$ cat src/rtl/core/rpnm_pkg.sv
// Shared types and constants for the ring pair nearest match block.
package rpnm_pkg;

    // Fixed field widths of the stream payload
    localparam int FIELD_W   = 16;
    localparam int BLACK_W   = 8;
    localparam int S_TDATA_W = 4 * FIELD_W;
    localparam int M_TDATA_W = FIELD_W + BLACK_W;
    localparam int S_TUSER_W = 2;

    // tuser bit positions on the input side
    localparam int TUSER_REQ_TYPE = 0;
    localparam int TUSER_RESTART  = 1;

    // Request kinds
    localparam logic REQ_LOAD  = 1'b0;
    localparam logic REQ_QUERY = 1'b1;

    // Configuration register map (register index)
    localparam int          APB_AW             = 3;
    localparam int          APB_DW             = 32;
    localparam logic        REG_RING_THRESHOLD = 1'b0;
    localparam logic [15:0] RING_THRESHOLD_RST = 16'd80;

    // Saturation value of the white ordinal
    localparam logic [FIELD_W-1:0] WHITE_MAX = '1;

    typedef enum logic [1:0] {
        ST_IDLE,
        ST_SCAN,
        ST_DRAIN,
        ST_DONE
    } t_state;

    // Controller to datapath
    typedef struct packed {
        logic load;      // store the accepted black ellipse
        logic query;     // latch the accepted white ellipse, start a scan
        logic issue;     // read one table entry into the compare pipeline
        logic out_load;  // move the match into the output register
    } t_dp_cmd;

    // Datapath to controller
    typedef struct packed {
        logic count_zero;  // table is empty
        logic addr_last;   // scan address is the last stored entry
        logic pipe_busy;   // compare pipeline still holds entries
        logic hit;         // best entry found and inside the threshold
        logic out_free;    // output register can take a new result
    } t_dp_sts;

endpackage

$ cat src/rtl/core/rpnm_ctrl.sv
// Controller state machine for the ring pair nearest match block.
module rpnm_ctrl
    import rpnm_pkg::*;
(
    input  logic    i_clk,
    input  logic    i_rst_n,
    input  logic    i_s_tvalid,
    input  logic    i_req_type,
    input  t_dp_sts i_sts,
    output logic    o_s_tready,
    output t_dp_cmd o_cmd
);

    t_state r_state;
    t_state n_state;

    // State register
    always_ff @(posedge i_clk) begin
        if (!i_rst_n) begin
            r_state <= ST_IDLE;
        end else begin
            r_state <= n_state;
        end
    end

    // Next state and commands
    always_comb begin
        n_state    = r_state;
        o_cmd      = '0;
        o_s_tready = 1'b0;
        unique case (r_state)
            ST_IDLE: begin
                o_s_tready = 1'b1;
                if (i_s_tvalid) begin
                    if (i_req_type == REQ_LOAD) begin
                        o_cmd.load = 1'b1;
                    end else begin
                        o_cmd.query = 1'b1;
                        n_state     = i_sts.count_zero ? ST_DRAIN : ST_SCAN;
                    end
                end
            end
            ST_SCAN: begin
                o_cmd.issue = 1'b1;
                if (i_sts.addr_last) begin
                    n_state = ST_DRAIN;
                end
            end
            ST_DRAIN: begin
                if (!i_sts.pipe_busy) begin
                    n_state = ST_DONE;
                end
            end
            ST_DONE: begin
                // a miss retires at once, a hit waits for the output register
                if (!i_sts.hit) begin
                    n_state = ST_IDLE;
                end else if (i_sts.out_free) begin
                    o_cmd.out_load = 1'b1;
                    n_state        = ST_IDLE;
                end
            end
            default: begin
                n_state = ST_IDLE;
            end
        endcase
    end

endmodule

$ cat config.mk
export PLATFORM = sky130hd
export DESIGN_NAME = rpnm_ctrl
export DESIGN_NICKNAME = d
export VERILOG_FILES = /design/src/rtl/core/rpnm_pkg.sv /design/src/rtl/core/rpnm_ctrl.sv
export SDC_FILE = /design/constraint.sdc
export NUM_CORES = 1
export LEC_CHECK = 0
export BUFFER_PORTS_ARGS = -buffer_cell sky130_fd_sc_hd__buf_2
export CAP_MARGIN = 30
export CELL_PAD_IN_SITES_DETAIL_PLACEMENT = 0
export CELL_PAD_IN_SITES_GLOBAL_PLACEMENT = 1
export CORE_AREA = 5 5 42 44
export CTS_CLUSTER_SIZE = 8
export DETAILED_ROUTE_END_ITERATION = 8
export DIE_AREA = 0 0 47 49
export GPL_TIMING_DRIVEN = 1
export HOLD_SLACK_MARGIN = 0.03
export PLACE_DENSITY_LB_ADDON = 0.1
export SYNTH_ARGS = -nofsm -noshare
export SYNTH_HDL_FRONTEND = slang
export SYNTH_SLANG_ARGS = --single-unit
export TNS_END_PERCENT = 10
$ cat constraint.sdc
create_clock -name i_clk -period 4 [get_ports i_clk]
set_input_delay 0.4 -clock i_clk [delete_from_list [all_inputs] [get_ports i_clk]]
set_output_delay 0.4 -clock i_clk [all_outputs]
set_load 0.03 [all_outputs]
==> out/qor.csv, run 1 <==
stage,metric,value,unit
placed_design,Detail Placement HPWL,463,microns
sta,Tightest Pin Transition,318,ps
floorplanning,full die area,2300,sq um
run_status,outcome,"finished, final reports clean",
synthesis,YS warnings,0,
finish,Largest regs,r_state (2),
floorplanning,I/O pins,14,
grt,grt ovf,0,
setup_path,WS Path Type,reg -> out,
clock_network,TritonCTS clock tree,built,
clock_network,setup bufs post-CTS,0,
finish,most frequent cells in the layout,"13 x buf_2, 4 x nand2_1, 4 x ha_1, 3 x clkbuf_4",
synthesis,Synth cell types,13,
drt,first-pass iteration count of the detailed router,1,
sta,endpoints failing hold,0,
sta,fmax,0.577,GHz
clock_network,CTS Buffer Depth,2,
flow_run,max cap viols,0,
floorplanning,FP Rows,14,
synthesis,"Seq/Total Area, Yosys",0.172,
hold_path,worst hold-check path type,in -> reg,
grt,largest net degree at the start of global routing,9,
floorplanning,core box area,1400,sq um
setup_path,crit end category,output pin,
drt,via count,220,
synthesis,syn_area_per_cell,9.70,sq um
sta,Slew HR,0.788,
finish,Synth-to-Final Area Change,46.2,%
grt,Tot GR Track Use,0.0541,
power_and_ir_drop,Power Total,224,uW
sta,final setup TNS,0,ps
synthesis,syn_nets,37,
sta,"Slew Viols, Final",0,
synthesis,Post-Syn Instances,24,
grt,initial antenna violation count,0,
setup_path,Worst Path Max Fanout,8,
finish,FF+latch area,40.0,sq um
finish,fillers,162,
synthesis,#FFs+latches synth,2,
clock_network,H-tree level count,1,
drt,WL per Instance,9.20,microns
grt,vias in the first global route,225,
drt,Routed Antenna Nets,0,
floorplanning,chip width,47,microns
finish,share of post-route cells with drive strength above 1,0.450,
finish,"Most flops, register",r_state,
grt,first-pass GRT wire length,945,microns
clock_network,CTS Hold Buffers Added,0,
clock_network,worst skew pair latency,220,ps
finish,number of flip-flops in the largest register,2,
drt,WL final,515,microns
drt,DRC Markers,0,
finish,Final nets,55,
sta,Max Clock Skew,2.86,ps
finish,diode count,0,
setup_path,Startpoint Class,flip-flop,
finish,"most common cell after layout, fill and taps aside",buf_2,
setup_path,Worst EP arrival,1330,ps
clock_network,Post-CTS Resized,0,
drt,DRT iter0 DRCs,0,
sta,final setup fails,0,
floorplanning,Die Ht,49,microns
sta,fin crit share,0.433,
placed_design,PortBufs,13,
power_and_ir_drop,PD cells,658,nW/um^2
clock_network,cts bufs inserted,3,
clock_network,total clock sinks,2,
sta,RSZ-0062 raised after global routing,no,
power_and_ir_drop,leakage power,0.000184,uW
floorplanning,Initial Utilization,0.166,
synthesis,Mapped Area,233,sq um
sta,min cycle time layout,1730,ps
power_and_ir_drop,VDD IR max,0.180,mV
setup_path,Worst EP required,3600,ps
clock_network,clk slew on worst S/H paths,30,ps
clock_network,root buf cell,clkbuf_4,
finish,Multi-input gate area,185,sq um
placed_design,RD Place Congestion,0.713,
drt,vias per cell,3.93,
worst paths after layout:
kind,start,endpoint,slack [ps],cells after the start
worst min-delay path,i_rst_n,r_state[0]$_SDFFE_PN0P_,460,3
worst max register to register,r_state[0]$_SDFFE_PN0P_,r_state[1]$_SDFFE_PN0P_,2450,5
worst min register to register,r_state[0]$_SDFFE_PN0P_,r_state[0]$_SDFFE_PN0P_,500,2
worst max-delay path,r_state[0]$_SDFFE_PN0P_,o_cmd[2],2270,4
power breakdown:
part | internal [uW] | leakage, uW | total, uW | switching (uW)
sequential | 28.2 | 0.0000165 | 36.6 | 8.45
combinational | 63.7 | 0.000153 | 144 | 80.4
clock | 33.0 | 0.0000138 | 43.3 | 10.3
total | 125 | 0.000184 | 224 | 99.1
Yosys cell counts:
library cell | instances | area, sq um
ha_1 | 4 | 50.1
nand2_1 | 4 | 15.0
and3_1 | 2 | 12.5
dfxtp_1 | 2 | 40.0
inv_1 | 2 | 7.51
mux2i_1 | 2 | 20.0
o211ai_1 | 2 | 15.0
a2111oi_4 | 1 | 27.5
a21boi_4 | 1 | 18.8
and3b_1 | 1 | 8.76
nor2_1 | 1 | 3.75
nor2b_1 | 1 | 6.26
or2b_1 | 1 | 7.51
per-stage QoR:
stage / utilization / hold WS (ps) / setup WS (ps) / cells / area (sq um)
3_3_place_gp: 0.227 / 506 / 2440 / 53 / 318
2_1_floorplan: - / 468 / 2280 / 24 / 233
4_1_cts: 0.243 / 461 / 2240 / 56 / 340
6_report: 0.243 / 465 / 2270 / 56 / 340
5_1_grt: 0.243 / 486 / 2150 / 56 / 340
3_5_place_dp: 0.227 / 511 / 2420 / 53 / 318
critical path: stages, from the launching register on:
cell,delay [ps]
dfxtp_1,370
inv_1,80
ha_1,280
and3_1,200
buf_2,170
layout make-up:
cell class	count	area share
clock buffer	3	0.0662
inverter	2	0.0221
multi-input combinational	20	0.544
sequential	2	0.118
tap	16	0.0588
timing repair buffer	13	0.191
cells by family after synthesis:
kind of cell,count (synthesis),synth area share
and+or+nand+nor,10,0.231
adders and majority gates,4,0.215
buffers and inverters,2,0.0323
muxes,2,0.0860
DFF,2,0.172
AOI/OAI and AO/OA,4,0.263
metal layers:
| metal | track usage | part of all wire | up-vias |
|---|---|---|---|
| met2 | 0.0724 | 0.41 | 11 |
| li1 | - | - | 116 |
| met5 | 0 | 0 | - |
| met4 | 0.0138 | 0 | 0 |
| met3 | 0.0369 | 0.18 | 0 |
| met1 | 0.0700 | 0.41 | 93 |
No activity file was read; power rests on OpenSTA's default activity.
==> run 2: changes to the inputs <==
--- a/config.mk
+++ b/config.mk
@@ -5,6 +5,7 @@
 export SDC_FILE = /design/constraint.sdc
 export NUM_CORES = 1
 export LEC_CHECK = 0
+export ABC_AREA = 1
 export BUFFER_PORTS_ARGS = -buffer_cell sky130_fd_sc_hd__buf_2
 export CAP_MARGIN = 30
 export CELL_PAD_IN_SITES_DETAIL_PLACEMENT = 0
==> constraint.sdc (replaced) <==
create_clock -name i_clk -period 1.7 [get_ports i_clk]
set_input_delay 0.17 -clock i_clk [delete_from_list [all_inputs] [get_ports i_clk]]
set_output_delay 0.17 -clock i_clk [all_outputs]
set_load 0.03 [all_outputs]
==> run 2 against run 1 <==
Area after synthesis shrank 5.4%. Clock power is 140% higher. Critical path type unchanged. Via count increased by 12%.
==> out/qor.csv, run 2 <==
stage,metric,value,unit,change
synthesis,YS warnings,0,,unchanged
synthesis,"EDFF count, synth",0,,unchanged
floorplanning,full die area,2300,sq um,unchanged
setup_path,Startpoint Class,flip-flop,,unchanged
floorplanning,FP Rows,14,,unchanged
finish,diode count,0,,unchanged
hold_path,Hold Crit Start,i_rst_n,,unchanged
placed_design,Detail Placement HPWL,467,microns,was 463 microns
floorplanning,core box area,1400,sq um,unchanged
hold_path,worst hold-check path type,in -> reg,,unchanged
grt,largest net degree at the start of global routing,6,,was 9
clock_network,CTS Buffer Depth,2,,unchanged
clock_network,root buf cell,clkbuf_4,,unchanged
setup_path,RR Startpoint,r_state[0]$_SDFFE_PN0P_,,unchanged
setup_path,R2R setup slack,410,ps,was 2450 ps
clock_network,Post-CTS Resized,0,,unchanged
synthesis,Post-Syn Instances,35,,was 24
finish,Final nets,66,,was 55
power_and_ir_drop,PD cells,1910,nW/um^2,was 658 nW/um^2
run_status,outcome,"finished, final reports clean",,unchanged
sta,Slew HR,0.873,,was 0.788
floorplanning,Die Ht,49,microns,unchanged
floorplanning,chip width,47,microns,unchanged
synthesis,syn_nets,48,,was 37
synthesis,#FFs+latches synth,2,,unchanged
floorplanning,I/O pins,14,,unchanged
synthesis,"Seq/Total Area, Yosys",0.182,,was 0.172
grt,Tot GR Track Use,0.0577,,was 0.0541
finish,number of flip-flops in the largest register,2,,unchanged
grt,vias in the first global route,235,,was 225
clock_network,H-tree level count,1,,unchanged
setup_path,Worst EP required,1530,ps,was 3600 ps
setup_path,CP endpoint,o_cmd[2],,unchanged
placed_design,RD Place Congestion,0.708,,was 0.713
synthesis,ys flop type,dfxtp_1,,unchanged
floorplanning,Initial Utilization,0.157,,was 0.166
sta,final setup fails,0,,unchanged
synthesis,ys async rst share,0,,unchanged
finish,"most common cell after layout, fill and taps aside",buf_2,,unchanged
finish,fillers,168,,was 162
drt,WL per Instance,8.30,microns,was 9.20 microns
setup_path,Critical Path Source,r_state[0]$_SDFFE_PN0P_,,unchanged
sta,fmax,0.655,GHz,
setup_path,crit end category,output pin,,unchanged
flow_run,max cap viols,0,,unchanged
sta,Tightest Pin Transition,189,ps,was 318 ps
clock_network,CTS Hold Buffers Added,0,,unchanged
setup_path,WS Path Type,reg -> out,,unchanged
finish,Synth-to-Final Area Change,48.9,%,was 46.2%
setup_path,RR Endpoint,r_state[1]$_SDFFE_PN0P_,,unchanged
drt,vias per cell,3.69,,was 3.93
grt,first-pass GRT wire length,924,microns,was 945 microns
drt,first-pass iteration count of the detailed router,4,,was 1
synthesis,Synth area leader,ha_1,,unchanged
sta,RSZ-0062 raised after global routing,no,,unchanged
clock_network,setup bufs post-CTS,0,,unchanged
power_and_ir_drop,VDD IR max,0.542,mV,was 0.180 mV
clock_network,cts bufs inserted,3,,unchanged
placed_design,PortBufs,13,,unchanged
grt,grt ovf,0,,unchanged
clock_network,total clock sinks,2,,unchanged
grt,initial antenna violation count,0,,unchanged
synthesis,Synth cell types,12,,was 13
sta,min cycle time layout,1530,ps,
finish,share of post-route cells with drive strength above 1,0.373,,was 0.450
drt,via count,247,,was 220
power_and_ir_drop,leakage power,0.000194,uW,was 0.000184 uW
sta,endpoints failing hold,0,,unchanged
sta,Max Clock Skew,1.86,ps,was 2.86 ps
clock_network,worst skew pair latency,220,ps,about the same
synthesis,synth cell count leaders,"8 x nand2_1, 7 x inv_1, 4 x ha_1",,"was 4 x ha_1, 4 x nand2_1"
synthesis,"count leader, synth",nand2_1,,
setup_path,cells on worst reg2reg path,8,,was 5
drt,DRC Markers,0,,unchanged
synthesis,ranking of synthesized cells by area,"ha_1 23%, dfxtp_1 18%, nand2_1 14%",,"was ha_1 22%, dfxtp_1 17%, a2111oi_4 12%"
power_and_ir_drop,Power Total,626,uW,was 224 uW
synthesis,syn_area_per_cell,6.29,sq um,was 9.70 sq um
drt,DRT iter0 DRCs,5,,was 0
sta,final setup TNS,0,ps,unchanged
clock_network,clk slew on worst S/H paths,30,ps,about the same
setup_path,Worst Path Max Fanout,5,,was 8
clock_network,TritonCTS clock tree,built,,unchanged
drt,Routed Antenna Nets,0,,unchanged
finish,most frequent cells in the layout,"13 x buf_2, 8 x nand2_1, 7 x inv_1, 4 x ha_1",,"was 13 x buf_2, 4 x nand2_1, 4 x ha_1, 3 x clkbuf_4"
sta,fin crit share,0.898,,
setup_path,Worst EP arrival,1360,ps,was 1330 ps
drt,WL final,556,microns,was 515 microns
synthesis,Mapped Area,220,sq um,was 233 sq um
finish,Largest regs,r_state (2),,unchanged
sta,"Slew Viols, Final",0,,unchanged
sta,Final Hold Slack,186,ps,was 465 ps
finish,"Most flops, register",r_state,,unchanged
synthesis,Yosys top cell area share,0.227,,was 0.215
==> run 2: changes by cell type after synthesis, sizes merged, moves of 2 or more <==
cell | previous run | this run
a21oi | 0 | 2
nand3 | 0 | 2
o21ai | 0 | 2
mux2i | 2 | 0
nor3 | 0 | 2
o211ai | 2 | 0
and3 | 2 | 0
inv | 2 | 7
nor2 | 1 | 5
nand2 | 4 | 8
==> run 2: worst min path at each step <==
stage	endpoint	slack (ps)	depth (start not counted)
2_1_floorplan	r_state[0]$_SDFFE_PN0P_	290	2
3_3_place_gp	r_state[0]$_SDFFE_PN0P_	410	3
3_5_place_dp	r_state[0]$_SDFFE_PN0P_	420	3
4_1_cts	r_state[0]$_SDFFE_PN0P_	180	3
5_1_grt	r_state[0]$_SDFFE_PN0P_	200	3
6_report	r_state[0]$_SDFFE_PN0P_	190	3
==> run 2: cell families after synthesis <==
logic type,Yosys count,share of synthesized area
AO/OA/AOI/OAI,4,0.108
adder cells (fa/ha/maj),4,0.227
AND/OR/NAND/NOR,18,0.364
flip-flops,2,0.182
buffers and inverters,7,0.119
==> run 2: report_power, final <==
group,switching [uW],internal (uW)
combinational,273,147
sequential,31.0,73.0
clock,24.3,77.6
total,328,298
==> run 2: per-stage QoR <==
step	utilization	worst slack, ps	area, sq um	std cells
final	0.234	173	328	67
after global placement	0.218	423	305	64
after global routing	0.234	41.5	328	67
after floorplan	-	-45.6	220	35
after detailed placement	0.218	398	305	64
after CTS	0.234	156	328	67
==> run 2: layout make-up <==
class | instances | area (sq um) | area share
well taps | 16 | 20.0 | 0.0611
repair buffers | 13 | 65.1 | 0.198
flip-flops and latches | 2 | 40.0 | 0.122
clock buffers | 3 | 22.5 | 0.0687
multi-input cells | 26 | 154 | 0.469
inverters | 7 | 26.3 | 0.0802
==> run 2: routing by layer <==
metal	part of all wire	routed length, microns	GRT usage	vias to the layer above
met5	0	0	0	-
met4	0	0	0.0553	0
met3	0.14	79	0.0221	0
met2	0.40	221	0.0611	12
met1	0.46	256	0.0810	95
li1	-	-	-	140
==> run 2: critical path, cell delays in order (launching register included) <==
cell     delay (ps)
dfxtp_1         340
inv_1            90
ha_1            230
inv_1            90
nor3_1          150
buf_2           230
==> run 3: changes to the inputs <==
--- a/config.mk
+++ b/config.mk
@@ -5,7 +5,6 @@
 export SDC_FILE = /design/constraint.sdc
 export NUM_CORES = 1
 export LEC_CHECK = 0
-export ABC_AREA = 1
 export BUFFER_PORTS_ARGS = -buffer_cell sky130_fd_sc_hd__buf_2
 export CAP_MARGIN = 30
 export CELL_PAD_IN_SITES_DETAIL_PLACEMENT = 0
==> run 3 against run 2 <==
First-iteration DRC count down 80%. Clock skew up 0.88 ps. Sequential share of layout area down 0.70 points. Clock-buffer cell count unchanged. Critical path type unchanged. Largest power group unchanged. Highest routed layer unchanged.
==> out/qor.csv, run 3 (synthesized netlist as in run 1, its figures left out) <==
stage,metric,value,unit,change
setup_path,crit path buf inv count,3,,unchanged
clock_network,TritonCTS clock tree,built,,unchanged
grt,vias in the first global route,235,,unchanged
finish,Largest regs,r_state (2),,unchanged
sta,RSZ-0062 raised after global routing,no,,unchanged
drt,Routed Antenna Nets,0,,unchanged
placed_design,pre-CTS WS,239,ps,was 398 ps
setup_path,crit end category,output pin,,unchanged
clock_network,clk slew on worst S/H paths,30,ps,about the same
clock_network,setup bufs post-CTS,0,,unchanged
setup_path,CP Cell Sequence,inv_1 -> ha_1 -> buf_4 -> and3_1 -> buf_2,,was inv_1 -> ha_1 -> inv_1 -> nor3_1 -> buf_2
sta,min cycle time layout,1550,ps,was 1530 ps
drt,vias per cell,3.96,,was 3.69
setup_path,Worst EP required,1530,ps,about the same
drt,WL met3,89,microns,was 79 microns
finish,diode count,0,,unchanged
sta,Tightest Pin Transition,325,ps,was 189 ps
finish,most frequent cells in the layout,"13 x buf_2, 4 x nand2_1, 4 x ha_1, 3 x clkbuf_4",,"was 13 x buf_2, 8 x nand2_1, 7 x inv_1, 4 x ha_1"
sta,Final Hold Slack,231,ps,was 186 ps
setup_path,CP max-delay cell,dfxtp_1,,unchanged
grt,first-pass GRT wire length,917,microns,was 924 microns
grt,grt ovf,0,,unchanged
drt,first-pass iteration count of the detailed router,2,,was 4
grt,initial antenna violation count,0,,unchanged
grt,Tot GR Track Use,0.0604,,was 0.0577
setup_path,Worst EP arrival,1380,ps,was 1360 ps
finish,Synth-to-Final Area Change,49.5,%,was 48.9%
floorplanning,core box area,1400,sq um,unchanged
sta,final setup TNS,0,ps,unchanged
drt,WL per Instance,9.23,microns,was 8.30 microns
placed_design,RD Place Congestion,0.715,,was 0.708
floorplanning,I/O pins,14,,unchanged
floorplanning,FP Rows,14,,unchanged
flow_run,max cap viols,0,,unchanged
clock_network,CTS Hold Buffers Added,0,,unchanged
placed_design,PortBufs,13,,unchanged
setup_path,cell family with most CP delay,buffers and inverters,,unchanged
drt,DRT iter0 DRCs,1,,was 5
drt,DR WL met2,249,microns,was 221 microns
placed_design,Detail Placement HPWL,453,microns,was 467 microns
sta,final setup margin,151,ps,was 173 ps
setup_path,Worst Path Max Fanout,7,,was 5
floorplanning,chip width,47,microns,unchanged
clock_network,worst skew pair latency,230,ps,was 220 ps
clock_network,H-tree level count,1,,unchanged
setup_path,CP peak stage delay,370,ps,was 340 ps
setup_path,WS Path Type,reg -> out,,unchanged
clock_network,cts bufs inserted,3,,unchanged
drt,DRT met1 WL,187,microns,was 256 microns
drt,WL final,526,microns,was 556 microns
power_and_ir_drop,PD cells,1580,nW/um^2,was 1910 nW/um^2
sta,fin crit share,0.911,,was 0.898
drt,Top Metal Used,met3,,unchanged
sta,Slew HR,0.784,,was 0.873
finish,Final nets,56,,was 66
sta,Max Clock Skew,2.73,ps,was 1.86 ps
sta,final setup fails,0,,unchanged
drt,DRC Markers,0,,unchanged
hold_path,worst hold-check path type,in -> reg,,unchanged
clock_network,Post-CTS Resized,0,,unchanged
clock_network,root buf cell,clkbuf_4,,unchanged
clock_network,total clock sinks,2,,unchanged
floorplanning,Initial Utilization,0.166,,was 0.157
setup_path,Startpoint Class,flip-flop,,unchanged
sta,fmax,0.645,GHz,was 0.655 GHz
finish,final core occ,0.248,,was 0.234
finish,share of post-route cells with drive strength above 1,0.463,,was 0.373
finish,number of flip-flops in the largest register,2,,unchanged
finish,fillers,176,,was 168
power_and_ir_drop,leakage power,0.000188,uW,was 0.000194 uW
clock_network,CTS Buffer Depth,2,,unchanged
floorplanning,full die area,2300,sq um,unchanged
sta,endpoints failing hold,0,,unchanged
grt,largest net degree at the start of global routing,8,,was 6
run_status,outcome,"finished, final reports clean",,unchanged
finish,"Most flops, register",r_state,,unchanged
drt,via count,226,,was 247
finish,"most common cell after layout, fill and taps aside",buf_2,,unchanged
floorplanning,Die Ht,49,microns,unchanged
power_and_ir_drop,VDD IR max,0.350,mV,was 0.542 mV
sta,"Slew Viols, Final",0,,unchanged
[run 3: per-layer routing]
metal,up-vias,track usage
met2,9,0.0769
met4,0,0.0691
li1,120,-
met1,97,0.0590
met5,-,0
met3,0,0.0369
[run 3: layout make-up]
| type | count | area [sq um] | share of cell area |
|---|---|---|---|
| multi-input combinational | 20 | 185 | 0.532 |
| timing repair buffer | 14 | 72.6 | 0.209 |
| sequential | 2 | 40.0 | 0.115 |
| clock buffer | 3 | 22.5 | 0.0647 |
| tap | 16 | 20.0 | 0.0576 |
| inverter | 2 | 7.51 | 0.0216 |
[run 3: worst min-delay path: cells and delay by family]
kind	cells	cell delay, ps
buffers and inverters	1	120
muxes	1	50
and+or+nand+nor	1	60
[run 3: through the flow]
step / std cells / total power (uW) / cell area (sq um)
floorplan: 24 / 359 / 233
global placement: 54 / 451 / 325
detailed placement: 54 / 452 / 325
CTS: 57 / 569 / 348
global route: 57 / 618 / 348
finish: 57 / 548 / 348
[run 3: final timing paths]
path / from / to / slack (ps) / cells past startpoint
hold / removal: i_rst_n / r_state[1]$_SDFFE_PN0P_ / 230 / 3
setup / recovery: r_state[0]$_SDFFE_PN0P_ / o_cmd[2] / 150 / 5
hold reg to reg: r_state[1]$_SDFFE_PN0P_ / r_state[1]$_SDFFE_PN0P_ / 500 / 2
setup reg to reg: r_state[1]$_SDFFE_PN0P_ / r_state[0]$_SDFFE_PN0P_ / 260 / 5
[run 3: power breakdown]
group	leakage, uW	internal (uW)	switching, uW
Clock	0.0000138	78.2	30.0
Combinational	0.000158	164	191
Sequential	0.0000165	66.2	19.1
